## src/hw/rtl/hgp_div.sv

```systemverilog
`timescale 1ns / 1ps
// ----------------------------------------------------------------------------
// hgp_div
// Pipelined restoring divider, one quotient bit per stage.
// ----------------------------------------------------------------------------
module hgp_div #(
  parameter int unsigned NUM_W = 16,
  parameter int unsigned DEN_W = 8
) (
  input  logic             clk_i,
  input  logic [NUM_W-1:0] num_i,
  input  logic [DEN_W-1:0] den_i,
  output logic [NUM_W-1:0] quo_o
);

  logic [DEN_W-1:0] rem_q [NUM_W];
  logic [NUM_W-1:0] quo_q [NUM_W];
  logic [NUM_W-1:0] num_q [NUM_W];
  logic [DEN_W-1:0] den_q [NUM_W];

  for (genvar k = 0; k < NUM_W; k++) begin : g_stage
    logic [DEN_W-1:0] rem_s;
    logic [NUM_W-1:0] quo_s;
    logic [NUM_W-1:0] num_s;
    logic [DEN_W-1:0] den_s;
    logic [DEN_W:0]   sh;
    logic [DEN_W:0]   diff;
    logic             take;

    if (k == 0) begin : g_first
      assign rem_s = '0;
      assign quo_s = '0;
      assign num_s = num_i;
      assign den_s = den_i;
    end else begin : g_next
      assign rem_s = rem_q[k-1];
      assign quo_s = quo_q[k-1];
      assign num_s = num_q[k-1];
      assign den_s = den_q[k-1];
    end

    assign sh   = {rem_s, num_s[NUM_W-1-k]};
    assign take = (sh >= {1'b0, den_s});
    assign diff = sh - {1'b0, den_s};

    always_ff @(posedge clk_i) begin
      rem_q[k] <= take ? diff[DEN_W-1:0] : sh[DEN_W-1:0];
      quo_q[k] <= {quo_s[NUM_W-2:0], take};
      num_q[k] <= num_s;
      den_q[k] <= den_s;
    end
  end

  assign quo_o = quo_q[NUM_W-1];

endmodule

```

## config.mk

```make
export PLATFORM = sky130hd
export DESIGN_NAME = hgp_div
export DESIGN_NICKNAME = d
export VERILOG_FILES = /design/src/hw/rtl/hgp_div.sv
export SDC_FILE = /design/constraint.sdc
export NUM_CORES = 1
export LEC_CHECK = 0
export ABC_CLOCK_PERIOD_IN_PS = 3050
export BUFFER_PORTS_ARGS = -buffer_cell sky130_fd_sc_hd__buf_2
export CORE_AREA = 2 2 208 210
export CTS_CLUSTER_SIZE = 30
export DETAILED_ROUTE_END_ITERATION = 8
export DIE_AREA = 0 0 210 212
export PLACE_DENSITY = 0.64
export SETUP_SLACK_MARGIN = 0.05
export SLEW_MARGIN = 40
export SYNTH_ARGS = -nofsm -noshare
export SYNTH_HDL_FRONTEND = slang
export SYNTH_SLANG_ARGS = --single-unit
```

## constraint.sdc

```tcl
create_clock -name clk_i -period 3.05 [get_ports clk_i]
set_input_delay 0.61 -clock clk_i [delete_from_list [all_inputs] [get_ports clk_i]]
set_output_delay 0.61 -clock clk_i [all_outputs]
set_load 0.02 [all_outputs]
```

==> results.py <==
metrics = {
    "status": {
        "run_status": "finished clean",
    },
    "clock_tree": {
        "cts.clk_slew.worst_paths_ns": 0.06,
        "holdBufCountCts": 0,
        "cts_max_path_buffers": 3,
        "cts_repair_resize_count": 0,
        "clk-insertion-delay-late_ns": 0.59,
        "cts.sink_count": 496,
        "tritoncts": "built",
        "tritoncts.num_buffers": 50,
        "cts.htree.levels": 2,
        "total_setup_buffers_inserted_after_cts": 0,
        "cts_root_buffer": "clkbuf_16",
    },
    "place": {
        "dp_hpwl_um": 18630,
        "gpl.final_weighted_congestion": 0.8648,
        "port_buffers": 40,
    },
    "worst_setup_path": {
        "worst-endpoint-required_ns": 3.52,
        "timing.critical_path.slowest_cell_delay_ns": 0.66,
        "r2r_setup_slk_ns": 0.62,
        "cp_slowest_cell": "a2111oi_4",
        "timing.critical_path.max_delay_family": "compound AO/OA/AOI/OAI gates",
        "critPathArrivalTime_ns": 2.90,
        "worst-setup-path-type": "reg -> reg",
        "critical_path.max_fanout": 8,
        "worst-path-buf-inv": 1,
        "worst_setup_path_start_kind": "flip-flop",
        "crit_chain": "inv_1 -> ha_1 -> a21o_1 -> a21oi_2 -> a31oi_1 -> a2111oi_4 -> mux2_2",
        "worst_setup_path_end_kind": "flip-flop",
    },
    "route": {
        "num_vias": 9765,
        "post_drt_wl_per_cell_um": 12.38,
        "drt_iter0_markers": 490,
        "drt_first_pass_iters": 5,
        "drc": 0,
        "wirelength_met1_um": 12600,
        "vias_per_std_cell": 4.580,
        "highest-signal-layer": "met4",
        "met2_length_um": 11730,
        "ant_nets": 0,
        "postRouteWirelength_um": 26390,
        "met3_length_um": 1170,
    },
    "synth": {
        "synth.ff_latch_count": 496,
        "netlist_top_cells_area": "dfxtp_1 (60%), ha_1 (9.2%), inv_1 (3.8%), o21ai_0 (2.9%), mux2_2 (2.5%)",
        "synth_enable_flop_cells": 0,
        "syn_area_per_cell_um2": 11.45,
        "postSynthNetCount": 1617,
        "netlist.top_cell.by_area": "dfxtp_1",
        "synth_top_area_share_pct": 59.57,
        "postSynth.topFlopCell": "dfxtp_1",
        "synth.lib_cells_used.distinct": 52,
        "netlist_instances": 1456,
        "sequential_area_share_after_synthesis_pct": 59.57,
        "ys_async_sr_fraction_pct": 0,
        "netlist_area_um2": 16670,
        "yosysWarningCount": 0,
    },
    "die": {
        "floorplan.core_area_um2": 42510,
        "start_util_pct": 39.21,
        "row_count": 76,
        "floorplan.die.height_um": 212,
        "io-pin-count": 41,
        "dieArea_um2": 44520,
        "floorplan.die.width_um": 210,
    },
    "global_route": {
        "grt_pass1_wl_um": 45000,
        "first_global_vias": 9867,
        "grt.total_usage_pct": 12.22,
        "overflow": 0,
        "number_of_antenna_violations_at_the_first_check_in_global_routing": 0,
        "grt_max_degree": 17,
    },
    "final_layout": {
        "final-seq-area_um2": 9930,
        "num_antenna_cells": 0,
        "area_occupied_by_multi_input_gates_um2": 6086,
        "design.final.nets": 1708,
        "final.fill_count": 3834,
        "area_growth_pct": 16.13,
        "fraction_of_final_layout_cells_with_drive_strength_greater_than_1_pct": 12.61,
        "fin_util_pct": 45.54,
    },
    "timing": {
        "fmax_ghz": 0.4111,
        "slew_violations": 0,
        "timing_worst_slew_pin_value_ns": 0.6588,
        "finalSetupViolCount": 0,
        "min_period_ns": 2.433,
        "fin_setup_tns_ns": 0,
        "max_slew_margin_pct": 56.08,
        "timing.final.crit_share_pct": 79.75,
        "timing.clock.skew_ns": 0.01971,
        "final_hold_viol_count": 0,
        "setup_repair_after_global_routing_missed_its_margin": "no",
    },
    "job": {
        "max-cap-violations": 0,
    },
    "power": {
        "power-per-cell-area_nw_per_um2": 1060,
        "p_leak_nw": 8.767,
        "irDropWorstVdd_mv": 0.4224,
    },
    "worst_hold_path": {
        "holdCritPathClass": "in -> reg",
    },
}
layer usage:
| layer | track usage (%) | vias to the layer above |
|---|---|---|
| met1 | 15.14 | 4423 |
| met5 | 0 | - |
| met2 | 20.12 | 157 |
| met3 | 3.205 | 72 |
| li1 | - | 5113 |
| met4 | 5.405 | 0 |
sequential cells by signal (all words and copies together) (netlist names):
signal  cells
num_q     120
rem_q     120
den_q     120
quo_q     136
path summary, 6_finish.rpt:
check | startpoint | end | cells after the start
worst max-delay path | den_q[0][59]$_DFF_P_ | rem_q[1][5]$_DFF_P_ | 7
worst min-delay path | num_i[9] | num_q[0][9]$_DFF_P_ | 1
worst max register to register | den_q[0][59]$_DFF_P_ | rem_q[1][5]$_DFF_P_ | 7
worst min register to register | quo_q[9][8]$_DFF_P_ | quo_q[10][9]$_DFF_P_ | 0
worst register-to-register path, stage by stage, from the launching register on:
cell	delay, ns
dfxtp_1	0.34
inv_1	0.05
ha_1	0.35
a21o_1	0.21
a21oi_2	0.17
a31oi_1	0.14
a2111oi_4	0.66
mux2_2	0.40
cell usage after synthesis (all sizes together), types with 14 or more instances:
master / count
nor2b: 22
nand2b: 21
ha: 122
nand3: 18
fa: 14
dfxtp: 496
a21o: 22
o21ai: 100
mux2i: 22
mux2: 37
xnor2: 24
nand2: 74
and2: 14
a211oi: 14
a21oi: 72
inv: 167
o21a: 23
nor2: 36
xor2: 22
nor3: 14
kinds of logic after synthesis:
logic type               count (synthesis)  synth area share, %
AO/OA/AOI/OAI                          299                11.82
XOR/XNOR                                46                2.417
adder cells (fa/ha/maj)                136                10.84
buffers and inverters                  174                3.918
flip-flops                             496                59.57
multiplexers                            59                3.821
AND/OR/NAND/NOR                        246                7.612
area by class of cell:
| cell class | count | area share (%) |
|---|---|---|
| Sequential cell | 496 | 51.30 |
| Tap cell | 546 | 3.529 |
| Clock inverter | 19 | 1.467 |
| Inverter | 167 | 3.238 |
| Multi-Input combinational cell | 786 | 31.44 |
| Timing Repair Buffer | 46 | 1.254 |
| Clock buffer | 72 | 7.776 |
power by group:
part	leakage, nW	internal (mW)	switching (mW)	total, mW
registers	4.16	7.88	0.569	8.45
logic	3.74	2.67	2.99	5.66
clock network	0.873	3.95	2.47	6.42
total	8.77	14.5	6.02	20.5
through the flow:
stage,cell area (um2),setup WS (ns),std cells,hold WS (ns),power (mW)
3_3_place_gp,17560,0.6978,2040,0.3095,14.03
2_1_floorplan,16670,0.8742,1456,0.3096,12.92
4_1_cts,19350,0.6217,2131,0.08551,20.79
6_report,19360,0.6175,2132,0.1300,20.53
5_1_grt,19360,0.4496,2132,0.09371,21.90
3_5_place_dp,17560,0.6417,2040,0.3121,14.20
layout by cell type (no fill, tap or decap), drive strengths merged, types with 23 or more instances in the layout:
cell      n
nand2    74
a21oi    72
dfxtp   496
ha      122
mux2     37
buf      45
o21a     23
xnor2    24
nor2     36
inv     171
o21ai   100
clkbuf   73
(Power assumes the default switching activity.)
