[config.mk]
export PLATFORM = sky130hd
export DESIGN_NAME = hgp_isqrt
export DESIGN_NICKNAME = d
export VERILOG_FILES = /design/src/hw/rtl/hgp_isqrt.sv
export SDC_FILE = /design/constraint.sdc
export NUM_CORES = 1
export LEC_CHECK = 0
export ABC_AREA = 1
export BUFFER_PORTS_ARGS = -buffer_cell sky130_fd_sc_hd__buf_4
export CAP_MARGIN = 20
export CORE_ASPECT_RATIO = 1.75
export CORE_UTILIZATION = 55
export DETAILED_ROUTE_END_ITERATION = 10
export PLACE_DENSITY_LB_ADDON = 0.12
export SYNTH_ARGS = -nofsm -noshare
export SYNTH_HDL_FRONTEND = slang
export SYNTH_SLANG_ARGS = --single-unit
[constraint.sdc]
create_clock -name clk_i -period 1.35 [get_ports clk_i]
set_input_delay 0.3375 -clock clk_i [delete_from_list [all_inputs] [get_ports clk_i]]
set_output_delay 0.3375 -clock clk_i [all_outputs]
set_load 0.03 [all_outputs]
[src/hw/rtl/hgp_isqrt.sv]
`timescale 1ns / 1ps
// ----------------------------------------------------------------------------
// hgp_isqrt
// Pipelined integer square root, one root bit per stage.
// ----------------------------------------------------------------------------
module hgp_isqrt #(
  parameter int unsigned RAD_W = 16
) (
  input  logic                 clk_i,
  input  logic [RAD_W-1:0]     rad_i,
  output logic [RAD_W/2-1:0]   root_o
);

  localparam int unsigned R_W = RAD_W / 2;

  logic [R_W:0]       rem_q  [R_W];
  logic [R_W-1:0]     root_q [R_W];
  logic [RAD_W-1:0]   rad_q  [R_W];

  for (genvar k = 0; k < R_W; k++) begin : g_stage
    logic [R_W:0]     rem_s;
    logic [R_W-1:0]   root_s;
    logic [RAD_W-1:0] rad_s;
    logic [R_W+2:0]   sh;
    logic [R_W+2:0]   trial;
    logic [R_W+2:0]   diff;
    logic             take;

    if (k == 0) begin : g_first
      assign rem_s  = '0;
      assign root_s = '0;
      assign rad_s  = rad_i;
    end else begin : g_next
      assign rem_s  = rem_q[k-1];
      assign root_s = root_q[k-1];
      assign rad_s  = rad_q[k-1];
    end

    assign sh    = {rem_s, rad_s[RAD_W-1-2*k -: 2]};
    assign trial = {1'b0, root_s, 2'b01};
    assign take  = (sh >= trial);
    assign diff  = sh - trial;

    always_ff @(posedge clk_i) begin
      rem_q[k]  <= take ? diff[R_W:0] : sh[R_W:0];
      root_q[k] <= {root_s[R_W-2:0], take};
      rad_q[k]  <= rad_s;
    end
  end

  assign root_o = root_q[R_W-1];

endmodule

==> impl_metrics.json <==
{
  "required_ps": 1660,
  "ys_types": 38,
  "cts_tree": "done",
  "synthesis.nets": 747,
  "coreArea_mm2": 0.0104,
  "cpPeakStageDelay_ps": 330,
  "ir_worst_vdd_uv": 1600,
  "grt_max_degree": 17,
  "placed_area_mm2": 0.00710,
  "rr_endpoint": "rem_q[2][14]$_DFF_P_",
  "rows": 49,
  "critPathLaunch": "root_q[1][2]$_DFF_P_",
  "cts_buffer_depth": 2,
  "diodes": 0,
  "r2r_slack_ps": -200,
  "die_area_mm2": 0.0112,
  "arrival_ps": 1860,
  "antenna_found_initial": 0,
  "worstSetupStartpointType": "register",
  "fin_skew_ps": 9.07,
  "syn-cell-area_mm2": 0.00590,
  "r2r-start": "root_q[1][2]$_DFF_P_",
  "synth_compound_area_share_pct": 6.24,
  "synthTopCellsByArea": "dfxtp_1, nand2_1, ha_1",
  "dp_hpwl_mm": 10.3,
  "via_per_inst": 5.09,
  "drc": 0,
  "rr_worst_depth": 9,
  "ys_seq_area_share_pct": 50.6,
  "max-cap-violations": 0,
  "cts_sinks": 149,
  "maxSlewViolCount": 0,
  "synth.avg_cell_area_um2": 8.56,
  "synth_top_family_by_area": "simple AND/OR/NAND/NOR gates",
  "fin_nets": 903,
  "grt_util_all_layers_pct": 28.0,
  "drt_iter0_markers": 203,
  "ant_nets": 0,
  "p_leak_nw": 4.25,
  "grt_overflow": 0,
  "cp_top_family": "simple AND/OR/NAND/NOR gates",
  "crit_cells": 9,
  "fin_ws_ps": -201,
  "grt_pass1_wl_mm": 23.2,
  "min_path_type": "input port to register",
  "htreeDepth": 4,
  "fin_area_mm2": 0.00877,
  "die_w_um": 80.3,
  "synth_adder_area_share_pct": 8.70,
  "min_period_ps": 1550,
  "rsz0062_at_grt": "yes",
  "io_pins": 25,
  "area_growth_pct": 48.7,
  "timing.fmax_mhz": 645,
  "period_share_pct": 115,
  "worstPathMaxFanout": 4,
  "drive_gt1_share_pct": 52.2,
  "synthSimpleGateAreaFrac_pct": 22.9,
  "wl_per_cell_um": 15.6,
  "netlist.area_leader.share_pct": 50.6,
  "clk_pin_slew_ps": 60,
  "numCtsBuffers": 17,
  "start_util_pct": 56.9,
  "powerDensity_mw_per_mm2": 1990,
  "critPathBufInv": 2,
  "path_common_cell": "nand2_4",
  "vias": 5004,
  "port_buffers": 24,
  "end_kind": "register",
  "synthMuxAreaShare_pct": 0,
  "slowest_stage": "dfxtp_2",
  "globalplace.congestion": 0.934,
  "first_pass_iters": 4,
  "ys_warn_count": 0,
  "crit_end": "rem_q[2][14]$_DFF_P_",
  "grt_pass1_vias": 5291,
  "synth_top_area_cell": "dfxtp_1",
  "syn_inst": 689,
  "cts-root-buf": "clkbuf_16",
  "status": "finished with violations",
  "setup_viol_count_final": 51,
  "synth_xor_area_share_pct": 2.82,
  "insertion_delay_ps": 420,
  "path_cells": "inv_2, ha_4, nand2_4, nand2_4, a21oi_4, buf_6, nand3_4, nand3_2, nand2_1",
  "drt-total-wl_mm": 15.3,
  "ys_ff_latch": 149,
  "fp.dieH_um": 139,
  "power_mw": 17.4,
  "setup.worst_path.class": "register to register",
  "hold_viol_final": 0,
  "violations": "setup timing"
}
==> stage by stage <==
step	TNS (ps)	setup slack, ps	hold slack, ps	instances	utilization [%]
floorplan	-727	-72.7	310	689	-
global placement	-8860	-293	310	919	68.5
detailed placement	-9600	-295	312	919	68.5
CTS	-5700	-185	4.96	971	79.9
global route	-9960	-294	1.36	984	84.6
finish	-6430	-201	12.8	984	84.6
==> power by group <==
| part | total (mW) | switching [mW] | internal (mW) |
|---|---|---|---|
| clock network | 4.51 | 1.94 | 2.58 |
| registers | 5.92 | 0.611 | 5.31 |
| logic | 6.98 | 3.75 | 3.23 |
==> worst reg2reg max path, cell delays in order, from the launching register on <==
cell and delay [ps]:
dfxtp_2 330, inv_2 50, ha_4 280, nand2_4 80
nand2_4 50, a21oi_4 180, buf_6 140, nand3_4 120
nand3_2 130, nand2_1 70
==> sequential cells by signal, summed over array words and instances, names as in the netlist <==
name    flops
rem_q      57
rad_q      56
root_q     36
==> cells by family (layout without fill, tap and decap cells) <==
kind of cell / after synthesis / in the layout
simple gates: 298 / 300
flops: 149 / 149
buf+inv: 128 / 293
compound gates: 53 / 54
fa+ha+maj: 41 / 41
xor+xnor: 19 / 19
other cells: 1 / 1
==> worst min-delay path by stage <==
stage	depth (start not counted)	start	end	slack (ps)
3_3_place_gp	0	rad_q[2][2]$_DFF_P_	rad_q[3][2]$_DFF_P_	310
4_1_cts	1	rad_i[13]	rad_q[0][13]$_DFF_P_	5
6_report	1	rad_i[2]	rad_q[0][2]$_DFF_P_	10
5_1_grt	1	rad_i[2]	rad_q[0][2]$_DFF_P_	1
3_5_place_dp	0	rad_q[0][11]$_DFF_P_	rad_q[1][11]$_DFF_P_	310
2_1_floorplan	0	rad_q[0][0]$_DFF_P_	rad_q[1][0]$_DFF_P_	310
==> layout by cell type, fill, tap and decap left out, types with 3 or more instances in the layout <==
cell type and count:
nor2_1 16, o21ai_2 16, nor3_1 3, nand2_4 20, dfxtp_1 109, inv_4 3, nand2_1 98, a21oi_2 9
ha_4 21, ha_1 20, nand3_2 13, nand3b_1 3, o21ai_1 5, nor2_4 16, a21oi_1 5, inv_6 6
nand2_2 76, o21ai_0 3, buf_6 20, a21oi_4 8, nand3_4 8, nor2_2 5, or2_2 3, nand3_1 20
inv_2 31, inv_1 91, clkbuf_16 17, buf_4 114, nand4_1 10, xor2_1 14, dfxtp_2 40, xnor2_1 4
==> metal layers <==
layer  global-route usage [%]  vias to the layer above  part of all wire, %
met2                     57.1                      137                   59
met4                     20.1                        0                  7.9
li1                         -                     2465                    -
met1                     20.2                     2321                   30
met5                        0                        -                    0
met3                     7.24                       81                  2.9
==> what timing repair did <==
| action | 4_1_cts | 5_1_grt |
|---|---|---|
| buffers inserted | 18 | 15 |
| pin swaps | 53 | 65 |
| hold buffers | 0 | 1 |
| endpoints found under the setup margin | 58 | 57 |
| hold endpoints to repair | 0 | 1 |
| gates resized for setup | 144 | 128 |
| cloned | 3 | 0 |
==> cells in the mapped netlist <==
library cell / count
a211oi_1: 1
a21boi_0: 1
a21o_1: 1
a21oi_1: 15
a21oi_2: 6
a21oi_4: 1
a31oi_4: 1
and2_4: 1
buf_6: 1
buf_8: 2
conb_1: 1
dfxtp_1: 149
ha_1: 41
inv_1: 122
inv_2: 3
nand2_1: 178
nand2_2: 16
nand2_4: 1
nand3_1: 37
nand3_2: 2
nand3_4: 1
nand3b_1: 3
nand4_1: 10
nor2_1: 31
nor2_2: 2
nor2_4: 4
nor3_1: 4
nor3_2: 3
nor4_1: 1
o211ai_1: 2
o21a_1: 1
o21ai_0: 9
o21ai_1: 5
o21ai_2: 10
or2_1: 1
or2_2: 3
xnor2_1: 4
xor2_1: 15
==> area by class of cell <==
class / instances / area (µm²)
inverters: 125 / 477
repair buffers: 137 / 1130
well taps: 127 / 159
clock buffers: 17 / 425
flip-flops and latches: 149 / 3030
fillers: 552 / 1590
multi-input cells: 415 / 3400
clock inverters: 14 / 139
(Power assumes the default switching activity.)
