`src/hw/rtl/hgp_pkg.sv`:
```
`timescale 1ns / 1ps
// ----------------------------------------------------------------------------
// hgp_pkg
// Types and fixed widths shared by the phase density pipeline.
// ----------------------------------------------------------------------------
package hgp_pkg;

  localparam int unsigned T30_W  = 46;
  localparam int unsigned N30_W  = 31;
  localparam int unsigned Q_W    = N30_W + 30;
  localparam int unsigned RAD_W  = T30_W + 16;
  localparam int unsigned S_W    = RAD_W / 2;
  localparam int unsigned VNUM_W = 54;
  localparam int unsigned V_W    = 46;
  localparam int unsigned X_W    = 64;
  localparam int unsigned C_W    = 29;

  localparam logic [VNUM_W-1:0] V_NUM     = {1'b1, {(VNUM_W-1){1'b0}}};
  localparam logic [C_W-1:0]    INV_4PI   = 29'h145F306E;
  localparam logic [31:0]       SAT_VALUE = 32'hFFFF_FFFF;

  typedef struct packed {
    logic signed [15:0] in_x;
    logic signed [15:0] in_y;
    logic signed [15:0] in_z;
    logic signed [15:0] out_x;
    logic signed [15:0] out_y;
    logic signed [15:0] out_z;
  } hgp_in_t;

  typedef struct packed {
    logic [31:0] density;
    logic        saturated;
  } hgp_out_t;

  typedef struct packed {
    logic valid;
    logic t_zero;
    logic n_zero;
  } hgp_side_t;

endpackage

```
`src/hw/rtl/hgp_front.sv`:
```
`timescale 1ns / 1ps
// ----------------------------------------------------------------------------
// hgp_front
// Dot product, clamp, t and 1-g^2 in four register stages.
// ----------------------------------------------------------------------------
module hgp_front #(
  parameter int unsigned F = 15
) (
  input  logic                     clk_i,
  input  logic                     rst_ni,
  input  logic                     valid_i,
  input  hgp_pkg::hgp_in_t         data_i,
  input  logic signed [15:0]       g_i,
  output hgp_pkg::hgp_side_t       side_o,
  output logic [hgp_pkg::T30_W-1:0] t30_o,
  output logic [hgp_pkg::N30_W-1:0] n30_o
);
  import hgp_pkg::*;

  localparam logic signed [63:0] ONE2  = 64'sd1 <<< (2 * F);
  localparam logic signed [63:0] SCALE = 64'sd1 <<< (F + 30);
  localparam int unsigned SH_DN = (2 * F >= 30) ? 2 * F - 30 : 0;
  localparam int unsigned SH_UP = (2 * F < 30) ? 30 - 2 * F : 0;

  logic [3:0] vld_q;

  // stage 1
  logic signed [31:0] px_q, py_q, pz_q, gsq_q;
  logic signed [15:0] g1_q;
  // stage 2
  logic signed [31:0] d_q;
  logic [63:0]        gg2_q;
  logic signed [15:0] g2_q;
  // stage 3
  logic signed [63:0] gd_q;
  logic [63:0]        gg3_q;
  // stage 4
  logic [T30_W-1:0]   t30_q;
  logic [N30_W-1:0]   n30_q;
  logic               tz_q, nz_q;

  logic signed [63:0] dot_d, dcl_d, dsh_d, t_d, num_d;
  logic [63:0]        t_pos, n_pos, t_shr, n_shr;

  always_ff @(posedge clk_i or negedge rst_ni) begin
    if (!rst_ni) begin
      vld_q <= '0;
    end else begin
      vld_q <= {vld_q[2:0], valid_i};
    end
  end

  always_ff @(posedge clk_i) begin
    px_q  <= data_i.in_x * data_i.out_x;
    py_q  <= data_i.in_y * data_i.out_y;
    pz_q  <= data_i.in_z * data_i.out_z;
    gsq_q <= g_i * g_i;
    g1_q  <= g_i;
  end

  always_comb begin
    dot_d = 64'(px_q) + 64'(py_q) + 64'(pz_q);
    if (dot_d > ONE2) begin
      dcl_d = ONE2;
    end else if (dot_d < -ONE2) begin
      dcl_d = -ONE2;
    end else begin
      dcl_d = dot_d;
    end
    if (2 * F >= 30) begin
      dsh_d = (dcl_d >= 0) ? (dcl_d >>> SH_DN) : -((-dcl_d) >>> SH_DN);
    end else begin
      dsh_d = dcl_d <<< SH_UP;
    end
  end

  always_ff @(posedge clk_i) begin
    d_q   <= dsh_d[31:0];
    gg2_q <= {32'd0, gsq_q} << (30 - F);
    g2_q  <= g1_q;
  end

  always_ff @(posedge clk_i) begin
    gd_q  <= 64'(g2_q * d_q) <<< 1;
    gg3_q <= gg2_q;
  end

  always_comb begin
    t_d   = SCALE + $signed(gg3_q) + gd_q;
    num_d = SCALE - $signed(gg3_q);
    t_pos = (t_d < 0) ? 64'd0 : t_d;
    n_pos = (num_d < 0) ? 64'd0 : num_d;
    t_shr = t_pos >> F;
    n_shr = n_pos >> F;
  end

  always_ff @(posedge clk_i) begin
    t30_q <= t_shr[T30_W-1:0];
    n30_q <= n_shr[N30_W-1:0];
    tz_q  <= (t_shr == 64'd0);
    nz_q  <= (n_shr == 64'd0);
  end

  assign side_o = '{valid: vld_q[3], t_zero: tz_q, n_zero: nz_q};
  assign t30_o  = t30_q;
  assign n30_o  = n30_q;

endmodule

```
`config.mk`:
```
export PLATFORM = sky130hd
export DESIGN_NAME = hgp_front
export DESIGN_NICKNAME = d
export VERILOG_FILES = /design/src/hw/rtl/hgp_pkg.sv /design/src/hw/rtl/hgp_front.sv
export SDC_FILE = /design/constraint.sdc
export NUM_CORES = 2
export LEC_CHECK = 0
export BUFFER_PORTS_ARGS = -buffer_cell sky130_fd_sc_hd__clkbuf_2
export CAP_MARGIN = 20
export CORE_ASPECT_RATIO = 1.25
export CORE_UTILIZATION = 50
export DETAILED_ROUTE_END_ITERATION = 6
export PLACE_DENSITY_LB_ADDON = 0.12
export SYNTH_ARGS = -nofsm -noshare
export SYNTH_HDL_FRONTEND = slang
export SYNTH_SLANG_ARGS = --single-unit
```
`constraint.sdc`:
```
create_clock -name clk_i -period 7.65 [get_ports clk_i]
set_clock_uncertainty 0.2 [all_clocks]
set_input_delay 0.765 -clock clk_i [delete_from_list [all_inputs] [get_ports clk_i]]
set_output_delay 0.765 -clock clk_i [all_outputs]
set_load 0.05 [all_outputs]
```
==> impl_metrics.ini <==
[clock_network]
cts-root-buf = clkbuf_16
cts_buffers = 39
clk_latency_ps = 580
clkTransAtPathRegs_ps = 60
cts_tree = yes
h-tree-depth = 2
cts_buffer_depth = 3
clkSinkCount = 367

[worst_setup_path]
start_kind = flop
end_kind = flop
cp.arrival_ps = 7610
cpPeakStageDelay_ps = 530
path_class = flop to flop
cp_slowest_cell = dfxtp_1
cp.required_ps = 7910
cpMostUsedCell = fa_1
path_max_fanout = 11

[drt]
dr.pass1.iters = 5
viasPerCell = 5.16
vias = 47600
first_iter_violations = 2518
ant_nets = 0
wl_per_cell_um = 18.7
drc = 0
finalWirelength_mm = 172

[worst_hold_path]
hp-class = input port to flop

[place]
dp_hpwl_mm = 147
gp_congestion = 0.901
port_buffers = 194

[timing]
fin_crit_sh_pct = 96.0
hold_viol_final = 0
finalSetupViolCount = 0
worst_pin_slew_ps = 1030
maxSlewViolCount = 0
fmax_mhz = 136
final.setup.tns_ps = 0
rsz0062_at_grt = false
period_minus_slack_ps = 7340
relSlewSlack_pct = 30.3

[synthesis]
synthFlopType = dfxtp_1
synth_area_leaders = fa_1, dfxtp_1, inv_1, ha_1, nand2_1
syn_inst = 7307
yosysWarnings = 0
syn_avg_cell_area_um2 = 9.31
synth_largest_area_cell = fa_1
synth_top_cell_area_share_pct = 45.5
synth-seq-cells = 367
synth-edff-count = 0
synth_seq_area_share_pct = 10.8
synth_most_common_cell = inv_1
syn_area_mm2 = 0.0680
synth-async-reset-ratio_pct = 1.09
synthTopCellsByCount = inv_1, fa_1, nand2_1
yosys.cell_types.count = 84

[global_route]
grt_pass1_wl_mm = 284
antenna_found_initial = 11
grt_max_degree = 34
grt_pass1_vias = 52900
globalRouteTotalUtil_pct = 26.1
overflow = 0

[floorplan]
die_area_mm2 = 0.137
core_mm2 = 0.134
die_w_um = 332
dieHeight_um = 414
ios = 195
start_util_pct = 50.6
rows = 150

[job]
maxCapViolCount = 0

[finish]
area_growth_pct = 6.94
layout.nets = 9610
drive_gt1_share_pct = 5.65
post-route-util_pct = 54.1

[status]
outcome = complete, no violations
==> final cells by class <==
type,instances,area (µm²)
Sequential cell,367,7370
Timing Repair Buffer,314,2010
Tap cell,1748,2190
Antenna cell,2,5.00
Inverter,1829,6870
Multi-Input combinational cell,4887,52900
Fill cell,12400,61700
Clock inverter,19,288
Clock buffer,51,1070
==> layout by cell type, fill, tap and decap left out, drive strengths merged, types with 6 or more instances in the layout <==
| cell type | count |
|---|---|
| nand3b | 6 |
| nor4 | 17 |
| buf | 119 |
| a21boi | 23 |
| o21bai | 18 |
| nor3 | 50 |
| and3 | 18 |
| nand4 | 34 |
| a211o | 7 |
| ha | 510 |
| or4 | 6 |
| nor2 | 250 |
| o211ai | 10 |
| clkinv | 9 |
| o21ai | 96 |
| a211oi | 16 |
| a31oi | 22 |
| o21a | 32 |
| a21oi | 196 |
| clkbuf | 245 |
| inv | 1830 |
| or2 | 15 |
| conb | 6 |
| a21o | 84 |
| dfxtp | 363 |
| o31ai | 11 |
| nand2b | 52 |
| or3 | 11 |
| and2 | 534 |
| fa | 1547 |
| nor2b | 32 |
| nand3 | 33 |
| nand2 | 902 |
| xnor2 | 181 |
| xor2 | 77 |
==> per-layer routing <==
layer	global-route usage (%)	vias up	wire (µm)
met5	0	-	101
met1	33.4	24400	72100
met2	46.9	1090	87800
li1	-	21800	-
met4	7.38	16	5070
met3	2.58	261	7220
==> per-stage QoR <==
stage	hold WS [ps]	instances	setup WS, ps	cell area, µm²
3_5_place_dp	112	9143	142	71300
6_report	96.5	9217	306	72700
5_1_grt	79.5	9216	37.7	72700
3_3_place_gp	110	9143	196	71300
4_1_cts	63.1	9214	126	72700
2_1_floorplan	110	7312	492	68000
==> cell families after synthesis <==
family	count (synthesis)	synth area share, %
other cells	1	0.00552
fa+ha+maj	2057	54.9
simple gates	1982	14.0
buf+inv	2058	11.4
flops	367	10.8
compound gates	582	5.47
xor+xnor	258	3.32
mux	2	0.0313
==> worst max-delay path, delay by kind of cell (launching register included) <==
kind / cells / cell delay [ps]
AO/OA/AOI/OAI: 7 / 1630
XOR/XNOR: 1 / 280
adder cells (fa/ha/maj): 7 / 3200
buffers and inverters: 6 / 690
flip-flops: 1 / 530
AND/OR/NAND/NOR: 4 / 700
==> registers in the layout, indices dropped and copies added, names as in the netlist, 16 cells and up <==
signal / cells
g1_q: 16
gg2_q: 30
px_q: 32
n30_o: 30
gd_q: 34
d_q: 32
pz_q: 32
gsq_q: 30
g2_q: 16
py_q: 32
t30_o: 46
gg3_q: 31
==> final timing paths <==
check,startpoint,slack [ps],to,depth (start not counted)
max,d_q[9],310,gd_q[39],25
min,valid_i,100,vld_q[0],1
max reg2reg,d_q[9],310,gd_q[39],25
min reg2reg,gg2_q[30],120,gg3_q[30],0
max in group asynchronous,rst_ni,6800,vld_q[0],2
min in group asynchronous,rst_ni,320,vld_q[2],2
==> repair_timing <==
item | in CTS | in global routing
hold buffers | 1 | 0
setup endpoints to repair | 0 | 7
resized for setup | 0 | 6
setup buffers | 0 | 0
hold endpoints to repair | 4 | 0
Power is not shown: default switching activity piles up to over one toggle a cycle in this logic, so the estimate is an artifact.
