--- src/hw/rtl/hgp_delay.sv ---
`timescale 1ns / 1ps
// ----------------------------------------------------------------------------
// hgp_delay
// Fixed-length register line for alignment of parallel paths.
// ----------------------------------------------------------------------------
module hgp_delay #(
  parameter int unsigned W = 8,
  parameter int unsigned N = 4
) (
  input  logic         clk_i,
  input  logic         rst_ni,
  input  logic [W-1:0] d_i,
  output logic [W-1:0] q_o
);

  logic [W-1:0] line_q [N];

  always_ff @(posedge clk_i or negedge rst_ni) begin
    if (!rst_ni) begin
      for (int i = 0; i < N; i++) line_q[i] <= '0;
    end else begin
      line_q[0] <= d_i;
      for (int i = 1; i < N; i++) line_q[i] <= line_q[i-1];
    end
  end

  assign q_o = line_q[N-1];

endmodule

--- config.mk ---
export PLATFORM = sky130hd
export DESIGN_NAME = hgp_delay
export DESIGN_NICKNAME = d
export VERILOG_FILES = /design/src/hw/rtl/hgp_delay.sv
export SDC_FILE = /design/constraint.sdc
export NUM_CORES = 1
export LEC_CHECK = 0
export BUFFER_PORTS_ARGS = -buffer_cell sky130_fd_sc_hd__buf_2
export CAP_MARGIN = 20
export CORE_UTILIZATION = 45
export CTS_CLUSTER_SIZE = 28
export DETAILED_ROUTE_END_ITERATION = 12
export PLACE_DENSITY = 0.73
export SLEW_MARGIN = 20
export SYNTH_ARGS = -nofsm -noshare
export SYNTH_HDL_FRONTEND = slang
export SYNTH_SLANG_ARGS = --single-unit
export TNS_END_PERCENT = 1
--- constraint.sdc ---
create_clock -name clk_i -period 0.8 [get_ports clk_i]
set_input_delay 0.16 -clock clk_i [delete_from_list [all_inputs] [get_ports clk_i]]
set_output_delay 0.16 -clock clk_i [all_outputs]
set_load 0.05 [all_outputs]
==> results of run 1 <==
-- power groups by stage --
stage	Clock, mW	Combinational, mW	Sequential [mW]
floorplan	0	0.107	1.74
global placement	0	0.155	1.74
detailed placement	0	0.157	1.75
CTS	0.925	0.215	1.72
global route	1.00	0.227	1.73
finish	0.870	0.214	1.72
-- routing by layer --
metal	routed length, um	track usage (%)	vias up
met2	403	14.6	19
li1	-	-	166
met3	60	8.33	2
met4	9	8.82	0
met1	310	7.65	178
met5	0	0	-
-- cell families after synthesis --
logic type,Yosys count
buffers and inverters,8
flip-flops,32
-- cells in the mapped netlist, drive strengths merged --
cell   instances  area (um^2)
dfrtp         32          801
buf            8         60.1
-- state kept, by name, indices dropped and copies added, names as in the netlist --
name / count
line_q: 24
q_o: 8
-- final timing paths --
check,start,endpoint,slack [ns]
max in group asynchronous,rst_ni,line_q[26],0.32
min in group clk_i,line_q[19],line_q[11],0.35
setup / recovery,q_o[2],q_o[2],-0.19
hold reg to reg,line_q[19],line_q[11],0.35
hold / removal,rst_ni,line_q[10],0.32
setup reg to reg,line_q[13],q_o[5],0.32
-- what timing repair did --
item                       in CTS  in global routing
hold endpoints to repair       40                  0
hold buffers                    9                  0
setup endpoints to repair       8                  8
cloned                          0                  0
resized for setup              16                  0
-- layout make-up --
class | instances | area [um^2] | share of cell area [%]
well taps | 25 | 31.3 | 2.75
repair buffers | 27 | 245 | 21.6
flip-flops and latches | 32 | 801 | 70.5
clock buffers | 8 | 58.8 | 5.18
==> out/metrics.csv, run 1 <==
stage,metric,value,unit
outcome,status,"finished, violations left",
outcome,violations,negative setup slack,
placed_design,pre_cts_ws,0.0834,ns
power_and_ir_drop,p_leak,0.536,nW
floorplan,core.rowCount,15,
critical_path,crit_type,register to output pin,
synth,synth-compound-area-share,0,%
clock_network,htreeDepth,2,
critical_path,critPathBufInv,1,
power_and_ir_drop,p_per_area,2470,mW/mm^2
critical_path,slowest_delay,0.38,ns
timing,fin_ws,-0.193,ns
finish,final_cell_mix,"32 x dfrtp_1, 9 x dlygate4sd3_1, 9 x buf_2",
power_and_ir_drop,combPwrFrac,7.6,%
clock_network,cts_setup_buffers,0,
timing,rsz0062_at_grt,true,
grt,grt-ovfl-total,0,
synth,synth-seq-cells,32,
floorplan,die_h,45.7,um
synth,yosys-mux-area-fraction,0,%
synth,synth_xor_area_share,0,%
placed_design,gp_congestion,0.569,
route,via_per_inst,3.97,
power_and_ir_drop,switching_power,0.580,mW
route,firstDrtPassIters,3,
critical_path,cp_cell_sequence,buf_6,
critical_path,crit_required,0.64,ns
synth,synthAdderAreaFrac,0,%
route,drt_wl_total,783,um
route,ant_nets,0,
clock_network,clk_pin_slew,0.08,ns
finish,antenna_cells,0,
critical_path,reg2regPathDepth,0,
clock_network,insertion_delay,0.30,ns
clock_network,cts_tree,done,
power_and_ir_drop,ir_drop,1610,uV
floorplan,fp.dieW,45.7,um
timing,period_share,124,%
critical_path,cpMaxStageDelayCell,dfrtp_1,
finish,postLayoutCellArea,0.00114,mm^2
finish,drive_above_1_share,35.8,%
finish,post-route-util,64.4,%
route,first_iter_violations,5,
synth,synth_fp_nets,50,
clock_network,clock-sinks,32,
power_and_ir_drop,pwr-share-seq,61.3,%
hold_path,hold_class,input port to async pin,
synth,yosysUniqueCellTypes,2,
grt,grt_pass1_wl,1220,um
power_and_ir_drop,switching_share,20.7,%
timing,fin_worst_skew,0.00427,ns
finish,layout_commonest_cell,dfrtp_1,
grt,grt_pass1_vias,322,
route,wl_per_cell,8.51,um
power_and_ir_drop,pwr-share-clk,31.0,%
timing,period_minus_slack,0.993,ns
floorplan,design.die.area,0.00209,mm^2
timing,holdWs,0.320,ns
critical_path,start_kind,register,
floorplan,ios,18,
synth,synthCells,40,
synth,seq_area_frac_synth,93.0,%
critical_path,cp_top_family,flip-flops,
clock_network,cts_root_buf,clkbuf_4,
synth,syn-cell-area,861,um^2
floorplan,core_area,0.00176,mm^2
critical_path,critPathArrivalTime,0.83,ns
timing,drv_slew,0,
timing,setup_tns,-1.51,ns
timing,fmax,1010,MHz
power_and_ir_drop,totalPowerFinal,2.80,mW
finish,multiInputCombCellCount,0,
timing,hold_viol_final,0,
finish,multi_input_area,0,um^2
power_and_ir_drop,intPower,2.22,mW
placed_design,portBuffers,17,
job,max_cap_viol_count,0,
grt,antenna_found_initial,0,
critical_path,path_max_fanout,1,
synth,yosys_warnings,0,
timing,finalSetupViolations,8,
grt,grt_max_degree,33,
placed_design,place_area,937,um^2
route,dr_total_vias,365,
timing,tightest_slew,0.162,ns
synth,synth-simple-area-share,0,%
critical_path,endpoint_kind,output pin,
floorplan,start_util,48.8,%
synth,syn_area_per_cell,21.5,um^2
clock_network,clockBufferDepth,2,
finish,num-fill-cells,140,
finish,area_growth,32.0,%
clock_network,numCtsBuffers,5,
critical_path,cp.depth,1,
grt,track_usage,9.80,%
placed_design,placedCellCount,75,
timing,slew_headroom,89.2,%
synth,synth_top_family_by_area,buffers and inverters,
finish,fin_nets,76,
route,drc,0,
finish,final_cells,92,
(Power assumes the default switching activity.)
==> run 2: changes to the inputs <==
- GPL_TIMING_DRIVEN: default -> 0
- HOLD_SLACK_MARGIN: default -> 0.08
- REMOVE_ABC_BUFFERS: default -> 1
==> run 2 against run 1 <==
The flow finishes with violations (negative hold slack, negative setup slack). Sequential share of layout area up 1.5 points. First-iteration DRC count unchanged. Critical path depth unchanged. Worst setup slack worse by 0.0063 ns. Sequential power about the same. Maximum frequency down 0.63%. Routed wire length up 5.0%. Final area down 2.1%. Global-route usage up 0.54 points. Core utilization down 1.3 points. Via count down 3.8%. Critical endpoint is now q_o[6]. Largest power group unchanged.
==> out/metrics.csv, run 2 (synthesized netlist as in run 1, its figures left out) <==
stage,metric,value,unit
outcome,status,"finished, violations left",
outcome,violations,"negative hold slack, negative setup slack",
critical_path,slowest_delay,0.38,ns
finish,area_growth,29.2,%
critical_path,path_max_fanout,1,
clock_network,htreeDepth,2,
critical_path,critPathArrivalTime,0.84,ns
job,max_cap_viol_count,0,
power_and_ir_drop,p_leak,0.527,nW
route,first_iter_violations,5,
clock_network,cts_root_buf,clkbuf_4,
timing,rsz0062_at_grt,true,
timing,hold_viol_final,32,
clock_network,holdBufCountCts,8,
critical_path,crit_type,register to output pin,
finish,layout_commonest_cell,dfrtp_1,
clock_network,clock-sinks,32,
clock_network,numCtsBuffers,5,
finish,drive_above_1_share,37.5,%
floorplan,core.rowCount,15,
hold_path,hold_class,input port to async pin,
clock_network,cts_tree,done,
grt,grt_pass1_wl,1320,um
timing,period_share,125,%
critical_path,crit_required,0.64,ns
route,ant_nets,0,
timing,drv_slew,0,
grt,antenna_found_initial,0,
timing,fin_worst_skew,0.00344,ns
floorplan,core_area,0.00176,mm^2
grt,grt_pass1_vias,317,
timing,finalSetupViolations,8,
finish,fin_nets,74,
floorplan,design.die.area,0.00209,mm^2
grt,grt_max_degree,33,
critical_path,critPathBufInv,1,
floorplan,fp.dieW,45.7,um
grt,track_usage,10.3,%
finish,antenna_cells,0,
route,dr_total_vias,351,
timing,period_minus_slack,0.999,ns
timing,fmax,1000,MHz
critical_path,endpoint_kind,output pin,
route,wl_per_cell,9.24,um
route,via_per_inst,3.94,
route,firstDrtPassIters,2,
placed_design,portBuffers,17,
power_and_ir_drop,totalPowerFinal,2.87,mW
critical_path,cp_top_family,flip-flops,
finish,regMostFlops,line_q,
placed_design,gp_congestion,0.594,
clock_network,clk_pin_slew,0.09,ns
timing,holdWs,-0.128,ns
timing,slew_headroom,56.5,%
floorplan,start_util,48.8,%
critical_path,cp.depth,1,
critical_path,start_kind,register,
critical_path,rrSetupSlack,0.32,ns
power_and_ir_drop,p_per_area,2580,mW/mm^2
route,drc,0,
finish,num-fill-cells,145,
critical_path,reg2regPathDepth,0,
finish,multiInputCombCellCount,0,
critical_path,cpMaxStageDelayCell,dfrtp_1,
power_and_ir_drop,ir_drop,1640,uV
clock_network,cts_setup_buffers,0,
finish,multi_input_area,0,um^2
clock_network,clockBufferDepth,2,
finish,largest_reg_flops,24,
finish,final_cell_mix,"32 x dfrtp_1, 9 x buf_2, 8 x dlygate4sd3_1, 8 x buf_6, 5 x clkbuf_4",
floorplan,die_h,45.7,um
critical_path,cp_cell_sequence,buf_6,
grt,grt-ovfl-total,0,
floorplan,ios,18,
timing,fin_ws,-0.199,ns
route,drt_wl_total,822,um
timing,tightest_slew,0.653,ns
clock_network,insertion_delay,0.31,ns
## run 2: final cells by class
cell class | count | area [um^2] | share of cell area [%]
Sequential cell | 32 | 801 | 72.0
Tap cell | 25 | 31.3 | 2.81
Timing Repair Buffer | 25 | 215 | 19.3
Clock buffer | 7 | 65.1 | 5.85
## run 2: metal layers
| layer | vias to the layer above | GRT usage [%] | share of wire, % |
|---|---|---|---|
| li1 | 159 | - | - |
| met1 | 171 | 10.7 | 42 |
| met2 | 21 | 14.9 | 51 |
| met3 | 0 | 8.33 | 6.7 |
| met4 | 0 | 5.29 | 0 |
| met5 | - | 0 | 0 |
## run 2: power breakdown
group / switching (mW) / internal [mW]
clock: 0.452 / 0.498
combinational: 0.120 / 0.0800
sequential: 0.0226 / 1.70
## run 2: final timing paths
kind,endpoint,from
max,q_o[6],q_o[6]
min,q_o[6],rst_ni
max reg2reg,line_q[20],line_q[28]
min reg2reg,line_q[10],line_q[18]
max in group asynchronous,line_q[24],rst_ni
min in group clk_i,line_q[10],line_q[18]
## run 2: through the flow
step                setup TNS, ns  cells  util, %  instance area [um^2]  worst slack [ns]
floorplan                       0     32        -                   801            0.0541
global placement                0     74     52.0                   917            0.0961
detailed placement              0     74     52.0                   917            0.0927
CTS                         -1.65     89     63.0                  1110            -0.209
global route                -1.91     89     63.0                  1110            -0.244
finish                      -1.56     89     63.0                  1110            -0.199
## run 2: what timing repair did
| item | CTS | global route |
|---|---|---|
| setup endpoints to repair | 8 | 8 |
| resized for setup | 16 | 0 |
| endpoints found under the hold margin | 40 | 32 |
==> run 3: changes to the inputs <==
- CORE_MARGIN: default -> 2
- REMOVE_ABC_BUFFERS: 1 -> default
- TNS_END_PERCENT: 1 -> 100
==> run 3 against run 2 <==
The run still ends with negative hold slack, negative setup slack left. Core utilization is 1.3 points higher. Largest power group unchanged. Via count is 2.3% lower. First-iteration DRC count is 40% lower. Highest routed layer is now met4. Critical path type unchanged.
==> out/metrics.csv, run 3 (synthesized netlist as in run 1, its figures left out) <==
stage,metric,value,unit
floorplan,start_util,48.8,%
floorplan,ios,18,
placed_design,portBuffers,17,
finish,fin_nets,74,
critical_path,critPathBufInv,1,
timing,hold_viol_final,32,
route,wl_per_cell,9.21,um
critical_path,endpoint_kind,output pin,
placed_design,gp_congestion,0.546,
power_and_ir_drop,combPwrFrac,7.6,%
critical_path,r2r_start,line_q[23],
clock_network,htreeDepth,2,
power_and_ir_drop,pwr-share-clk,31.2,%
finish,regMostFlops,line_q,
route,dr_total_vias,343,
critical_path,cp.depth,1,
critical_path,r2r_end,line_q[15],
placed_design,pre_cts_ws,-0.0280,ns
critical_path,path_max_fanout,1,
timing,period_share,127,%
clock_network,insertion_delay,0.30,ns
critical_path,start_kind,register,
critical_path,endpoint,q_o[0],
finish,final_cells,90,
finish,postLayoutCellArea,0.00114,mm^2
critical_path,crit_required,0.64,ns
power_and_ir_drop,intPower,2.23,mW
finish,multi_input_area,0,um^2
power_and_ir_drop,p_per_area,2480,mW/mm^2
route,drc,0,
finish,final_cell_mix,"32 x dfrtp_1, 9 x buf_2, 8 x dlygate4sd3_1, 8 x buf_8, 5 x clkbuf_4",
power_and_ir_drop,switching_share,21.0,%
critical_path,startpoint,q_o[0],
floorplan,core_area,0.00176,mm^2
clock_network,cts_tree,done,
timing,holdWs,-0.126,ns
floorplan,core.rowCount,15,
grt,grt_pass1_vias,302,
timing,fmax,987,MHz
hold_path,hold_class,input port to async pin,
timing,finalSetupViolations,8,
route,drt_wl_total,829,um
critical_path,cp_cell_sequence,buf_8,
route,firstDrtPassIters,2,
finish,antenna_cells,0,
clock_network,cts_root_buf,clkbuf_4,
floorplan,design.die.area,0.00228,mm^2
clock_network,clk_pin_slew,0.08,ns
timing,fin_ws,-0.213,ns
timing,tightest_slew,0.649,ns
placed_design,place_area,977,um^2
power_and_ir_drop,ir_drop,1680,uV
route,via_per_inst,3.81,
timing,rsz0062_at_grt,true,
critical_path,critPathArrivalTime,0.85,ns
finish,multiInputCombCellCount,0,
power_and_ir_drop,switching_power,0.592,mW
grt,grt_max_degree,33,
grt,grt_pass1_wl,1300,um
clock_network,clockBufferDepth,2,
timing,drv_slew,0,
critical_path,slowest_delay,0.40,ns
outcome,violations,"negative hold slack, negative setup slack",
finish,layout_commonest_cell,dfrtp_1,
critical_path,crit_type,register to output pin,
grt,track_usage,10.0,%
timing,period_minus_slack,1.01,ns
clock_network,holdBufCountCts,8,
critical_path,reg2regPathDepth,0,
critical_path,rrSetupSlack,0.32,ns
critical_path,cpMaxStageDelayCell,dfrtp_1,
clock_network,numCtsBuffers,5,
route,ant_nets,0,
outcome,status,"finished, violations left",
finish,area_growth,32.0,%
critical_path,cp_top_family,flip-flops,
route,first_iter_violations,3,
placed_design,placedCellCount,82,
finish,drive_above_1_share,35.4,%
floorplan,die_h,47.7,um
clock_network,clock-sinks,32,
power_and_ir_drop,pwr-share-seq,61.2,%
timing,slew_headroom,56.8,%
grt,antenna_found_initial,0,
timing,fin_worst_skew,0.00222,ns
finish,largest_reg_flops,24,
floorplan,fp.dieW,47.7,um
grt,grt-ovfl-total,0,
job,max_cap_viol_count,0,
power_and_ir_drop,p_leak,0.534,nW
==> run 3: final cells by class <==
cell class | count | area [um^2]
clock buffers | 8 | 58.8
repair buffers | 25 | 245
fillers | 124 | 628
flip-flops and latches | 32 | 801
well taps | 25 | 31.3
==> run 3: metal layers <==
| layer | part of all wire [%] | up-vias | GRT usage (%) |
|---|---|---|---|
| met5 | 0 | - | 0 |
| met4 | 1.7 | 0 | 6.49 |
| met3 | 7.8 | 2 | 9.06 |
| met2 | 52 | 19 | 12.8 |
| met1 | 38 | 161 | 10.8 |
| li1 | - | 161 | - |
==> run 3: how the worst min path moves through the flow <==
stage | cells after the start | start | end | slack, ns
3_5_place_dp | 1 | rst_ni | line_q[26] | 0.22
5_1_grt | 1 | rst_ni | line_q[22] | -0.09
6_report | 1 | rst_ni | line_q[25] | -0.13
4_1_cts | 1 | rst_ni | line_q[15] | -0.12
2_1_floorplan | 0 | rst_ni | line_q[10] | -0.14
3_3_place_gp | 1 | rst_ni | line_q[26] | 0.20
==> run 3: timing repair <==
| action | in CTS | in global routing |
|---|---|---|
| setup endpoints to repair | 8 | 8 |
| pin swaps | 0 | 0 |
| endpoints found under the hold margin | 40 | 32 |
| cloned | 0 | 0 |
| setup buffers | 0 | 0 |
| gates resized for setup | 24 | 0 |
==> run 3: metrics by stage <==
step	util [%]	setup TNS [ns]	total power, mW	hold WS, ns
floorplan	-	0	1.85	-0.136
global placement	55.4	-0.0948	1.91	0.204
detailed placement	55.4	-0.144	1.92	0.224
CTS	64.4	-1.81	2.86	-0.116
global route	64.4	-2.06	2.98	-0.0948
finish	64.4	-1.64	2.82	-0.126
==> run 3: power by group through the flow <==
stage | logic, mW | clock network, mW | registers [mW]
after floorplan | 0.107 | 0 | 1.74
after global placement | 0.170 | 0 | 1.74
final | 0.214 | 0.880 | 1.72
after global routing | 0.229 | 1.02 | 1.73
after detailed placement | 0.174 | 0 | 1.75
after CTS | 0.216 | 0.916 | 1.73
